## config.mk

```make
export PLATFORM = sky130hd
export DESIGN_NAME = debounced_chord_button_decoder
export DESIGN_NICKNAME = d
export VERILOG_FILES = /design/src/rtl/dcbd_pkg.sv /design/src/rtl/dcbd_regs.sv /design/src/rtl/dcbd_debounce.sv /design/src/rtl/debounced_chord_button_decoder.sv
export VERILOG_INCLUDE_DIRS = /design/src /design/src/rtl
export SDC_FILE = /design/constraint.sdc
export NUM_CORES = 1
export LEC_CHECK = 0
export ABC_AREA = 0
export ABC_CLOCK_PERIOD_IN_PS = 8700
export BUFFER_PORTS_ARGS = -buffer_cell sky130_fd_sc_hd__buf_2
export CAP_MARGIN = 20
export CORE_ASPECT_RATIO = 1.1
export CORE_MARGIN = 3
export CORE_UTILIZATION = 55
export CTS_CLUSTER_DIAMETER = 50
export DETAILED_ROUTE_END_ITERATION = 8
export GPL_ROUTABILITY_DRIVEN = 0
export PLACE_DENSITY = 0.74
export SYNTH_ARGS = -nofsm -noshare
export SYNTH_HDL_FRONTEND = slang
export SYNTH_HIERARCHICAL = 1
export SYNTH_SLANG_ARGS = --single-unit
```

## constraint.sdc

```tcl
create_clock -name clk -period 8.7 [get_ports clk]
set_input_delay 1.305 -clock clk [delete_from_list [all_inputs] [get_ports clk]]
set_output_delay 1.305 -clock clk [all_outputs]
set_load 0.01 [all_outputs]
```

## src/rtl/assert_macros.svh

```systemverilog
// Assertion macros shared by the button decoder modules.
`ifndef ASSERT_MACROS_SVH
`define ASSERT_MACROS_SVH

// Checks a property on every rising clock edge outside reset.
`define ASSERT_PROP(lbl, prop, msg) \
	lbl: assert property (@(posedge clk) disable iff (!arst_n) prop) else $error(msg);

// Checks that a condition holds at every rising clock edge outside reset.
`define ASSERT_COMB(lbl, expr, msg) \
	lbl: assert property (@(posedge clk) disable iff (!arst_n) (expr)) else $error(msg);

`endif

```

## src/rtl/dcbd_pkg.sv

```systemverilog
// Types, constants and decode functions for the debounced chord button decoder.
package dcbd_pkg;

	localparam int KEY_W  = 6;
	localparam int TIME_W = 48;
	localparam int DEB_W  = 20;
	localparam int CNT_W  = 3;
	localparam int CODE_W = 4;

	// Configuration register indexes.
	localparam logic REG_DEBOUNCE = 1'b0;
	localparam logic REG_COUNT    = 1'b1;

	localparam logic [DEB_W-1:0] DEBOUNCE_RESET = DEB_W'(20000);
	localparam logic [CNT_W-1:0] COUNT_RESET    = CNT_W'(6);

	// Chord masks.
	localparam logic [KEY_W-1:0] CHORD_AB = KEY_W'((1 << 4) | (1 << 5));
	localparam logic [KEY_W-1:0] CHORD_LR = KEY_W'((1 << 2) | (1 << 3));
	localparam logic [KEY_W-1:0] CHORD_UD = KEY_W'((1 << 0) | (1 << 1));

	// Pad codes.
	localparam logic [CODE_W-1:0] CODE_NONE = 4'd0;
	localparam logic [CODE_W-1:0] CODE_AB   = 4'd3;
	localparam logic [CODE_W-1:0] CODE_LR   = 4'd2;
	localparam logic [CODE_W-1:0] CODE_UD   = 4'd8;

	// Direct codes for up, down, left, right, A and B.
	localparam logic [CODE_W-1:0] SINGLE_CODE [KEY_W] = '{
		4'd6, 4'd7, 4'd5, 4'd4, 4'd0, 4'd1
	};

	// Result of one sample.
	typedef struct packed {
		logic              valid;
		logic [CODE_W-1:0] code;
	} res_t;

	// Mask of the buttons present; a count above six acts as six.
	function automatic logic [KEY_W-1:0] keep_mask(input logic [CNT_W-1:0] cnt);
		logic [KEY_W-1:0] k;
		k = '0;
		for (int i = 0; i < KEY_W; i++) begin
			k[i] = (CNT_W'(i) < cnt);
		end
		return k;
	endfunction

	// Decodes the keys seen during one press into a pad event.
	function automatic res_t decode_seen(input logic [KEY_W-1:0] m,
			input logic [CNT_W-1:0] cnt);
		res_t r;
		r.valid = 1'b0;
		r.code  = CODE_NONE;
		if (m == CHORD_AB) begin
			r.valid = 1'b1;
			r.code  = CODE_AB;
		end else if (m == CHORD_LR) begin
			r.valid = 1'b1;
			r.code  = CODE_LR;
		end else if (m == CHORD_UD) begin
			r.valid = 1'b1;
			r.code  = CODE_UD;
		end else begin
			for (int i = 0; i < KEY_W; i++) begin
				if ((m == (KEY_W'(1) << i)) && (CNT_W'(i) < cnt)) begin
					r.valid = 1'b1;
					r.code  = SINGLE_CODE[i];
				end
			end
		end
		return r;
	endfunction

endpackage

```

## src/rtl/dcbd_regs.sv

```systemverilog
// Configuration registers: debounce time and button count.
module dcbd_regs (
	input  logic                        clk,
	input  logic                        arst_n,
	input  logic                        cfg_write,
	input  logic                        cfg_index,
	input  logic [dcbd_pkg::DEB_W-1:0]  cfg_data,
	output logic [dcbd_pkg::DEB_W-1:0]  debounce_us,
	output logic [dcbd_pkg::CNT_W-1:0]  button_count,
	output logic [dcbd_pkg::KEY_W-1:0]  keep
);
	import dcbd_pkg::*;

	logic [DEB_W-1:0] debounce_q;
	logic [CNT_W-1:0] count_q;

	// Register writes.
	always_ff @(posedge clk or negedge arst_n) begin
		if (!arst_n) begin
			debounce_q <= DEBOUNCE_RESET;
			count_q    <= COUNT_RESET;
		end else if (cfg_write) begin
			case (cfg_index)
				REG_DEBOUNCE: debounce_q <= cfg_data;
				REG_COUNT:    count_q    <= cfg_data[CNT_W-1:0];
				default:      ;
			endcase
		end
	end

	assign debounce_us  = debounce_q;
	assign button_count = count_q;
	assign keep         = keep_mask(count_q);

endmodule

```

## src/rtl/dcbd_debounce.sv

```systemverilog
// Debounce state, seen-key tracking and release decoding for one sample.
`include "assert_macros.svh"

module dcbd_debounce (
	input  logic                        clk,
	input  logic                        arst_n,
	input  logic                        commit,
	input  logic [dcbd_pkg::KEY_W-1:0]  raw,
	input  logic [dcbd_pkg::TIME_W-1:0] now,
	input  logic [dcbd_pkg::DEB_W-1:0]  debounce_us,
	input  logic [dcbd_pkg::CNT_W-1:0]  button_count,
	output dcbd_pkg::res_t              res
);
	import dcbd_pkg::*;

	logic [KEY_W-1:0]  last_raw_q;
	logic [TIME_W-1:0] changed_time_q;
	logic [KEY_W-1:0]  stable_q;
	logic [KEY_W-1:0]  seen_q;

	logic              changed;
	logic [TIME_W-1:0] elapsed;
	logic              settle;
	logic              release_now;

	// Elapsed time wraps with the timestamp; a new stable mask needs a
	// steady sample that has held long enough.
	assign changed     = (raw != last_raw_q);
	assign elapsed     = now - changed_time_q;
	assign settle      = !changed && (elapsed >= TIME_W'(debounce_us)) && (raw != stable_q);
	assign release_now = settle && (raw == '0);

	// An event is reported only on a release of a recognised key set.
	always_comb begin
		if (release_now) begin
			res = decode_seen(seen_q, button_count);
		end else begin
			res.valid = 1'b0;
			res.code  = CODE_NONE;
		end
	end

	// State update once the sample moves on to the result register.
	always_ff @(posedge clk or negedge arst_n) begin
		if (!arst_n) begin
			last_raw_q     <= '0;
			changed_time_q <= '0;
			stable_q       <= '0;
			seen_q         <= '0;
		end else if (commit) begin
			if (changed) begin
				last_raw_q     <= raw;
				changed_time_q <= now;
			end else if (settle) begin
				stable_q <= raw;
				if (release_now) begin
					seen_q <= '0;
				end else begin
					seen_q <= seen_q | raw;
				end
			end
		end
	end

	// The keys held now are always among the keys seen in this press.
	`ASSERT_COMB(a_stable_in_seen, (stable_q & ~seen_q) == '0, "stable keys missing from seen mask")
	// With nothing held, no keys remain recorded.
	`ASSERT_COMB(a_idle_seen_clear, (stable_q != '0) || (seen_q == '0), "seen mask left after release")
	// A reported event leaves the pad released with the seen mask cleared.
	`ASSERT_PROP(a_event_release, (commit && res.valid) |=> (stable_q == '0 && seen_q == '0), "event without release")

endmodule

```

## src/rtl/debounced_chord_button_decoder.sv

```systemverilog
// Top level of the debounced chord button decoder.
// Takes one button sample per clock while in_stall is low and returns exactly one
// result per sample, in order. A request is captured in the input register, passes
// through the debounce and decode logic and is written to the result register, from
// which it is offered; the state update of the debounce logic sets the sustained
// rate of one sample per cycle while the output is not stalled. Configuration writes
// take effect on the next cycle and must only be made while no sample is in flight.
`include "assert_macros.svh"

module debounced_chord_button_decoder (
	input  logic                         clk,
	input  logic                         arst_n,
	input  logic                         cfg_write,
	input  logic                         cfg_index,
	input  logic [dcbd_pkg::DEB_W-1:0]   cfg_data,
	input  logic                         in_valid,
	output logic                         in_stall,
	input  logic [dcbd_pkg::KEY_W-1:0]   raw_mask,
	input  logic [dcbd_pkg::TIME_W-1:0]  now_us,
	output logic                         out_valid,
	input  logic                         out_stall,
	output logic                         event_valid,
	output logic [dcbd_pkg::CODE_W-1:0]  event_code
);
	import dcbd_pkg::*;

	logic [DEB_W-1:0]  debounce_us;
	logic [CNT_W-1:0]  button_count;
	logic [KEY_W-1:0]  keep;

	logic              s1_valid_q;
	logic [KEY_W-1:0]  raw_s1;
	logic [TIME_W-1:0] now_s1;

	logic              out_valid_q;
	res_t              res_q;
	res_t              res;
	logic              advance;
	logic              commit;

	dcbd_regs u_regs (
		.clk          (clk),
		.arst_n       (arst_n),
		.cfg_write    (cfg_write),
		.cfg_index    (cfg_index),
		.cfg_data     (cfg_data),
		.debounce_us  (debounce_us),
		.button_count (button_count),
		.keep         (keep)
	);

	// The result register frees up when empty or when its request is taken.
	assign advance  = !out_valid_q || !out_stall;
	assign commit   = s1_valid_q && advance;
	assign in_stall = s1_valid_q && !advance;

	// Input register; absent buttons are masked off on entry.
	always_ff @(posedge clk or negedge arst_n) begin
		if (!arst_n) begin
			s1_valid_q <= 1'b0;
		end else if (!in_stall) begin
			s1_valid_q <= in_valid;
		end
	end

	always_ff @(posedge clk) begin
		if (in_valid && !in_stall) begin
			raw_s1 <= raw_mask & keep;
			now_s1 <= now_us;
		end
	end

	dcbd_debounce u_debounce (
		.clk          (clk),
		.arst_n       (arst_n),
		.commit       (commit),
		.raw          (raw_s1),
		.now          (now_s1),
		.debounce_us  (debounce_us),
		.button_count (button_count),
		.res          (res)
	);

	// Result register.
	always_ff @(posedge clk or negedge arst_n) begin
		if (!arst_n) begin
			out_valid_q <= 1'b0;
		end else if (advance) begin
			out_valid_q <= s1_valid_q;
		end
	end

	always_ff @(posedge clk) begin
		if (commit) begin
			res_q <= res;
		end
	end

	assign out_valid   = out_valid_q;
	assign event_valid = res_q.valid;
	assign event_code  = res_q.code;

	// The input only holds off when a request is waiting in the input register.
	`ASSERT_COMB(a_stall_needs_item, !in_stall || s1_valid_q, "input stalled with empty stage")
	// A result without an event carries a zero code.
	`ASSERT_COMB(a_code_zero, !out_valid_q || res_q.valid || (res_q.code == CODE_NONE), "code set without event")
	// A waiting sample moves on as soon as the result register frees up.
	`ASSERT_PROP(a_moves_on, (s1_valid_q && advance && !(in_valid && !in_stall)) |=> !s1_valid_q, "stage did not drain")

endmodule
```

Word level (Yosys, flattened, before mapping)
Cells that the tools add are included.
{ "classes": {"reduce_logical": 25, "eq_ne": 11, "mux": 10, "order_cmp": 7, "addsub": 1, "bitwise_logic": 5} }
{ "op_table": {"columns": ["cell", "n"], "rows": [
  ["greater-or-equal comparator 48 x 20 -> 1 bit", 1],
  ["subtractor 48 bit", 1],
  ["two-way mux 5 bit", 9],
  ["equality test 6 x 2 -> 1 bit, second input constant", 2],
  ["equality test 6 x 4 -> 1 bit, second input constant", 2],
  ["equality test 6 bit, second input constant", 2],
  ["logical AND 1 bit", 12],
  ["inequality test 6 bit", 2],
  ["bitwise AND 6 bit", 1],
  ["equality test 6 x 1 -> 1 bit, second input constant", 1],
  ["equality test 6 x 3 -> 1 bit, second input constant", 1],
  ["equality test 6 x 5 -> 1 bit, second input constant", 1],
  ["zero test 6 bit", 1],
  ["less-than comparator 1 x 3 -> 1 bit, first input constant", 2],
  ["less-than comparator 2 x 3 -> 1 bit, first input constant", 2],
  ["less-than comparator 3 bit, first input constant", 2],
  ["two-way mux 6 bit", 1],
  ["bitwise OR 6 bit", 1],
  ["AND reduction 2 bit", 3],
  ["OR reduction 6 bit", 1],
  ["zero test 1 bit", 5],
  ["NOT 1 bit", 3],
  ["AND reduction 3 bit", 1],
  ["OR reduction 3 bit", 1],
  ["logical OR 1 bit", 1]
]} }
{ "word_totals": {"input_bits": 80, "ff_bits": 150, "elab_cells": 73} }

Longest topological paths before layout
Gate-level depths: netlist of the first run.
{ "depth": {"depth_word": 11, "depth_mapped": 20, "ltp_nobuf": 20} }

Cells and area by module
Netlist of the first run, hierarchy kept.
{ "by_module_without_submodules": {"columns": ["module", "area_per_inst_um2", "seq_area_each_um2", "cells_each", "instances"], "rows": [
  ["dcbd_debounce", 7390.8, 1651.6, 905, 1],
  ["debounced_chord_button_decoder", 1901.8, 1821.7, 73, 1],
  ["dcbd_regs", 999.7, 584.3, 56, 1]
]} }

Worst setup path after synthesis of the first run
OpenSTA, ideal clock, no wires.
{ "synth_timing": {"path_type": "register to register", "startpoint": "reg now_s1[0]", "endpoint": "reg u_debounce.stable_q[0]", "setup_time_ns": 0.125, "stages_incl_launch_ff": 21, "required_ns": 8.575, "slack_ns": 4.558, "n_path_buf": 0, "t_arrival_ns": 4.017, "cell_sequence": "edfxtp_1 inv_1 ha_1 inv_1 fa_1 a211oi_2 o21ai_4 a21oi_1 o21a_1 xnor2_1 ha_1 nand4_1 inv_1 a21oi_1 o2111ai_1 nor4_1 nand4_1 nand4bb_1 nand4b_4 o31ai_4 mux2_4"} }
{ "synth_via": {"elab_chain_cells": 5} }
{ "synth_rtl": {"columns": ["item", "line_no", "source"], "rows": [
  ["start, declared", "debounced_chord_button_decoder.sv:33", "logic [TIME_W-1:0] now_s1;"],
  ["start signal, assigned", "debounced_chord_button_decoder.sv:69", "now_s1 <= now_us;"],
  ["subtractor 48 bit", "dcbd_debounce.sv:29", "assign elapsed = now - changed_time_q;"],
  ["greater-or-equal comparator 48 x 20 -> 1 bit", "dcbd_debounce.sv:30", "assign settle = !changed && (elapsed >= TIME_W'(debounce_us)) && (raw != stable_q);"],
  ["logical AND 1 bit (2 in series)", "dcbd_debounce.sv:30", null],
  ["AND reduction 3 bit (no source line)", null, null],
  ["end signal, assigned", "dcbd_debounce.sv:55", "stable_q <= raw;"],
  ["end, declared", "dcbd_debounce.sv:18", "logic [KEY_W-1:0] stable_q;"]
]} }
Every way passes these cells.
A chain may end at the register's enable or synchronous reset.

Worst setup path in the final report of the first run
{ "layout_timing": {"startpoint": "reg now_s1[7]", "endpoint": "reg res_q (netlist bit event_code[0]), data pin"} }
{ "layout_via": {"elab_chain_cells": 5} }
{ "layout_rtl": {"columns": ["item", "line_no", "source"], "rows": [
  ["subtractor 48 bit", "dcbd_debounce.sv:29", null],
  ["greater-or-equal comparator 48 x 20 -> 1 bit", "dcbd_debounce.sv:30", null],
  ["logical AND 1 bit (2 in series)", "dcbd_debounce.sv:30", null],
  ["logical AND 1 bit", "dcbd_debounce.sv:31", "assign release_now = settle && (raw == '0);"],
  ["end signal, assigned", "debounced_chord_button_decoder.sv:95", "res_q <= res;"],
  ["end, declared", "debounced_chord_button_decoder.sv:36", "res_t res_q;"]
]} }
Every way passes these cells.

==> run metrics, run 1 <==
Total Die Area 20390 um^2; post-synthesis sequential element count 150; core area 18060 um^2; DP HPWL 18.61 mm; P&R area growth vs syn 10.77%; CTS root buf clkbuf_16; Worst EP arrival 4.97 ns; final wirelength 24.94 mm; Worst VDD drop 0.1682 mV; area used by multi-input combinational logic 5677 um^2; # hold bufs at CTS 0; antenna violations before repair 0; Max transition margin 38.32%; Worst Skew 0.008953 ns; Ports 87; Starting Density 56.99%; Avg Cell Area, Syn 9.954 um^2; sequential area share after synthesis 39.42%; largest net degree at the start of global routing 55; CTS buffer count 17; RSZ-0062 raised after global routing false; Max-cap violations 0; status finished, final reports clean; final setup violation count 0; cell accounting for the most synthesized area dfrtp_1; Fin Hold WS 0.5026 ns; fmax 206.9 MHz; count of flip-flops with a built-in enable after synthesis 59; CP Max Fanout 7; fin crit share 55.57%; Leak 4.963 nW; Synth top area share 20.42%; Die Width 136.4 um; CP endpoint kind register; Post-synth top cells 85 x inv_1, 84 x dfrtp_1, 77 x a21oi_1; PD cells 254.8 nW/um^2; Async S/R FF share, synth 60.67%; Final Critical Period 4.834 ns; worst hold start u_debounce/changed_time_q[26]; Post-Syn Area 10290 um^2; Slew Viols, Final 0; Remaining Overflow, GRT 0; I/O Buffers 86; CTS tree yes; Worst Max-Slew Pin Slew 0.9217 ns; DP Worst Slack 3.968 ns; WL per Instance 18.53 um; Max Buffers Root-to-Sink 2; Final Hold Viols 0; required time of the critical path 8.84 ns; fin worst setup slack 3.866 ns; setup bufs post-CTS 0; Worst Hold Class reg2reg; vias 8345; Layout Nets 1243; ys flop type dfrtp_1; Fillers 1507; DRC Markers 0; Syn Inst Count 1034; Worst Setup SP now_s1[7]; register area 4058 um^2; CP Class reg2reg; Die Span Y 149.5 um; most common cell in the synthesized netlist inv_1; First-pass DRT Iterations 6; layout cells sized above 1 22.56%; antenna-violating nets left 0; Startpoint Class register; setup tns final 0 ns; first-pass GRT wire length 40.66 mm; Worst setup endpoint event_code[0]; DR iter-0 viols 813; Tot GR Track Use 25.15%; reg2reg end event_code[0]; Clock Latency Late Sink 0.43 ns; Mapped Nets 1182; Inserted Diodes 0; Sink Count 150; Syn. warnings 6; clock slew seen by the registers of the worst setup and hold paths 0.06 ns; FF-to-FF path depth 16; reg2reg setup slack 3.87 ns; post-cts sizing count 0; Synth area leaders dfrtp_1 20%, edfxtp_1 17%, ha_1 8.1%; Yosys cell types 92; Site Rows 51; r2r startpoint now_s1[7]; number of global-route vias before repair 8242; Via-to-Cell Ratio 6.200; htree depth 4
==> where the power goes <==
group	internal, W	switching, W	leakage [nW]
combinational	0.000491	0.000735	3.04
clock	0.000446	0.000286	0.273
sequential	0.000857	0.0000900	1.65
total	0.00179	0.00111	4.96
==> layer usage <==
metal  vias to the layer above  GRT usage (%)  share of wire, %
met4                         0          9.274               2.5
met3                        54          4.976               7.3
li1                       3929              -                 -
met5                         -              0                 0
met1                      3986          33.53                43
met2                       376          40.78                47
==> kinds of logic after synthesis <==
kind of cell,Yosys count,synth area share [%]
AND/OR/NAND/NOR,294,15.44
AO/OA/AOI/OAI,259,17.19
flip-flops,150,39.42
buffers and inverters,133,5.458
multiplexers,92,10.92
adder cells (fa/ha/maj),68,8.339
XOR/XNOR,38,3.234
==> final cells by class <==
type,instances,share of cell area [%]
multi-input cells,751,49.79
flip-flops and latches,150,35.59
clock buffers,17,3.731
repair buffers,90,4.061
clock inverters,15,1.416
inverters,85,2.799
well taps,238,2.612
==> worst max-delay path: stages, from the launching register on <==
cell and delay [ns]:
edfxtp_1 0.40, ha_1 0.43, a21oi_1 0.36, nor3_1 0.14
o31ai_1 0.48, and3_1 0.30, xnor2_1 0.16, ha_1 0.28
nor2b_1 0.13, o21ai_0 0.19, o2111ai_1 0.16, nor4_1 0.27
nand4_1 0.12, nand4bb_1 0.20, nand4b_4 0.21, nor3_1 0.55
nor3_1 0.18
==> worst min path at each step <==
stage / slack, ns / endpoint / cells after the start
2_1_floorplan: 0.45 / u_debounce/changed_time_q[0] / 2
3_3_place_gp: 0.48 / u_debounce/changed_time_q[0] / 2
3_5_place_dp: 0.49 / u_debounce/changed_time_q[27] / 1
4_1_cts: 0.51 / u_debounce/changed_time_q[27] / 1
5_1_grt: 0.52 / u_debounce/changed_time_q[34] / 1
6_report: 0.50 / u_debounce/changed_time_q[26] / 1
==> flip-flops by register name (all words and copies together) (netlist names) <==
signal,cells
u_regs/button_count,3
u_debounce/changed_time_q,48
event_code,4
u_debounce/stable_q,6
raw_s1,6
now_s1,48
out_valid,1
u_debounce/seen_q,6
event_valid,1
s1_valid_q,1
u_regs/debounce_us,20
u_debounce/last_raw_q,6
==> cells in the final DEF (no fill, tap or decap), types with 18 or more instances in the layout <==
cell,n
a21oi_1,77
buf_2,85
dfrtp_1,84
edfxtp_1,59
ha_1,67
inv_1,85
mux2_2,58
mux2_4,26
nand2_1,71
nand4_1,33
nor2_1,63
nor3_1,26
o21ai_0,43
xnor2_1,20
xor2_1,18
==> through the flow <==
stage	std cells	cell area [um^2]	total power [W]	util, %
final	1346	11400	0.002905	63.13
after global routing	1346	11400	0.003093	63.13
after CTS	1346	11400	0.002895	63.13
after detailed placement	1314	10810	0.002142	59.88
after global placement	1314	10810	0.002116	59.88
after floorplan	1034	10290	0.001856	-
Note: power is estimated with default switching activity, not from simulation.
==> run 2: changes to the inputs <==
--- a/config.mk
+++ b/config.mk
@@ -7,7 +7,7 @@
 export NUM_CORES = 1
 export LEC_CHECK = 0
 export ABC_AREA = 0
-export ABC_CLOCK_PERIOD_IN_PS = 8700
+export ABC_CLOCK_PERIOD_IN_PS = 5070
 export BUFFER_PORTS_ARGS = -buffer_cell sky130_fd_sc_hd__buf_2
 export CAP_MARGIN = 20
 export CORE_ASPECT_RATIO = 1.1
==> constraint.sdc (replaced) <==
create_clock -name clk -period 5.07 [get_ports clk]
set_input_delay 0.7605 -clock clk [delete_from_list [all_inputs] [get_ports clk]]
set_output_delay 0.7605 -clock clk [all_outputs]
set_load 0.01 [all_outputs]
==> run metrics, run 2 (same netlist as run 1, synthesis figures left out) <==
r2r startpoint now_s1[7] (unchanged); # hold bufs at CTS 0 (unchanged); Layout Nets 1244 (was 1243); Slew Viols, Final 0 (unchanged); Worst Setup SP now_s1[7] (unchanged); fin crit share 95.37% (was 55.57%); Leak 4.982 nW (was 4.963 nW); Remaining Overflow, GRT 0 (unchanged); Worst EP arrival 5.14 ns (was 4.97 ns); slowest stage delay, CP 0.50 ns (was 0.55 ns); Fillers 1450 (was 1507); DRC Markers 0 (unchanged); Max Buffers Root-to-Sink 2 (unchanged); WL per Instance 18.27 um (was 18.53 um); setup tns final 0 ns (unchanged); Worst Max-Slew Pin Slew 0.9473 ns (was 0.9217 ns); Worst Skew 0.01003 ns (was 0.008953 ns); antenna-violating nets left 0 (unchanged); Max-cap violations 0 (unchanged); Via-to-Cell Ratio 6.154 (was 6.200); PD cells 440.0 nW/um^2 (was 254.8 nW/um^2); CTS tree yes (unchanged); Total Die Area 20390 um^2 (unchanged); CP Max Fanout 7 (unchanged); post-route cell area 11430 um^2 (was 11400 um^2); Die Width 136.4 um (unchanged); largest net degree at the start of global routing 55 (unchanged); CP cell instances ha_1 -> a21oi_1 -> nor3_1 -> o31ai_1 -> and3_1 -> xnor2_1 -> ha_1 -> nor2b_1 -> o21ai_0 -> o2111ai_1 -> nor4_1 -> nand4_1 -> nand4bb_1 -> nand4b_4 -> o31ai_4 -> mux2_4 (was ha_1 -> a21oi_1 -> nor3_1 -> o31ai_1 -> and3_1 -> xnor2_1 -> ha_1 -> nor2b_1 -> o21ai_0 -> o2111ai_1 -> nor4_1 -> nand4_1 -> nand4bb_1 -> nand4b_4 -> nor3_1 -> nor3_1); Worst Hold Class in2async (was reg2reg); CP endpoint kind register (unchanged); Final Hold Viols 0 (unchanged); WP buf/inv 0 (unchanged); commonest non-fill, non-tap cells in the layout 85 x inv_1, 85 x buf_2, 84 x dfrtp_1 (unchanged); CTS buffer count 17 (unchanged); P&R area growth vs syn 11.10% (was 10.77%); register area 4058 um^2 (unchanged); first-pass GRT wire length 40.14 mm (was 40.66 mm); Clock Latency Late Sink 0.43 ns (about the same); First-pass DRT Iterations 5 (was 6); layout cells sized above 1 22.99% (was 22.56%); Tot GR Track Use 24.77% (was 25.15%); fmax 206.8 MHz (was 206.9 MHz); Site Rows 51 (unchanged); Final Critical Period 4.835 ns (was 4.834 ns); Ports 87 (unchanged); vias 8289 (was 8345); Die Span Y 149.5 um (unchanged); core area 18060 um^2 (unchanged); number of global-route vias before repair 7973 (was 8242); most used cell, CP ha_1 (was nor3_1); Starting Density 56.99% (unchanged); Crit path max-delay family compound AO/OA/AOI/OAI gates (was simple AND/OR/NAND/NOR gates); area used by multi-input combinational logic 5682 um^2 (was 5677 um^2); Placed Area 10810 um^2 (unchanged); Inserted Diodes 0 (unchanged); final setup violation count 0 (unchanged); CP Class reg2reg (unchanged); status finished, final reports clean (unchanged); Max transition margin 36.61% (was 38.32%); clock slew seen by the registers of the worst setup and hold paths 0.06 ns (about the same); DR iter-0 viols 812 (was 813); Sink Count 150 (unchanged); CTS root buf clkbuf_16 (unchanged); antenna violations before repair 0 (unchanged); final wirelength 24.61 mm (was 24.94 mm); Worst VDD drop 0.2933 mV (was 0.1682 mV); I/O Buffers 86 (unchanged); reg2reg setup slack 0.23 ns (was 3.87 ns); htree depth 4 (unchanged); Startpoint Class register (unchanged); required time of the critical path 5.38 ns (was 8.84 ns); RSZ-0062 raised after global routing false (unchanged); Slowest-stage cell, CP o31ai_1 (was nor3_1); DP HPWL 18.43 mm (was 18.61 mm)
==> run 2: stage by stage <==
stage | hold WS [ns] | total power, W | cells | util (%) | setup WS [ns]
3_3_place_gp | 0.4807 | 0.003631 | 1314 | 59.88 | 0.4983
5_1_grt | 0.3392 | 0.005341 | 1347 | 63.32 | 0.01163
6_report | 0.3066 | 0.005031 | 1347 | 63.32 | 0.2350
4_1_cts | 0.3161 | 0.004996 | 1346 | 63.25 | 0.3010
2_1_floorplan | 0.4538 | 0.003185 | 1034 | - | 0.9275
3_5_place_dp | 0.4896 | 0.003677 | 1314 | 59.88 | 0.3468
==> run 2: final timing paths <==
path	cells after the start	to
worst max-delay path	16	u_debounce/stable_q[3]
worst min-delay path	1	u_regs/debounce_us[7]
worst max register to register	16	u_debounce/stable_q[3]
worst min register to register	1	u_debounce/changed_time_q[26]
max in group asynchronous	2	u_debounce/changed_time_q[36]
min in group clk	1	now_s1[34]
==> run 2: timing repair <==
| action | in CTS | in global routing |
|---|---|---|
| setup endpoints to repair | 0 | 17 |
| buffers inserted | 0 | 1 |
| hold endpoints to repair | 0 | 0 |
| gates resized for setup | 0 | 2 |
==> run 2: final cells by class <==
class                      count  share of cell area [%]
tap                          238                   2.604
clock inverter                12                   1.324
inverter                      85                   2.790
clock buffer                  20                   3.994
multi-input combinational    751                   49.69
sequential                   150                   35.49
timing repair buffer          91                   4.114
==> run 2: report_power, final <==
group	switching (W)	total, W	internal (W)
Clock	0.000498	0.00130	0.000799
Sequential	0.000154	0.00162	0.00147
Combinational	0.00126	0.00211	0.000846
Total	0.00192	0.00503	0.00312
==> run 2: worst register-to-register path, stage by stage (launching register included) <==
cell and delay, ns:
edfxtp_1 0.40, ha_1 0.42, a21oi_1 0.33, nor3_1 0.14
o31ai_1 0.50, and3_1 0.30, xnor2_1 0.15, ha_1 0.27
nor2b_1 0.13, o21ai_0 0.22, o2111ai_1 0.17, nor4_1 0.26
nand4_1 0.15, nand4bb_1 0.22, nand4b_4 0.22, o31ai_4 0.49
mux2_4 0.35
==> run 2: layer usage <==
metal | GRT usage, % | routed length (um) | vias up
met5 | 0 | 0 | -
met1 | 34.49 | 10930 | 3954
met4 | 9.325 | 714 | 0
met3 | 4.270 | 1612 | 70
met2 | 38.88 | 11350 | 341
li1 | - | - | 3924
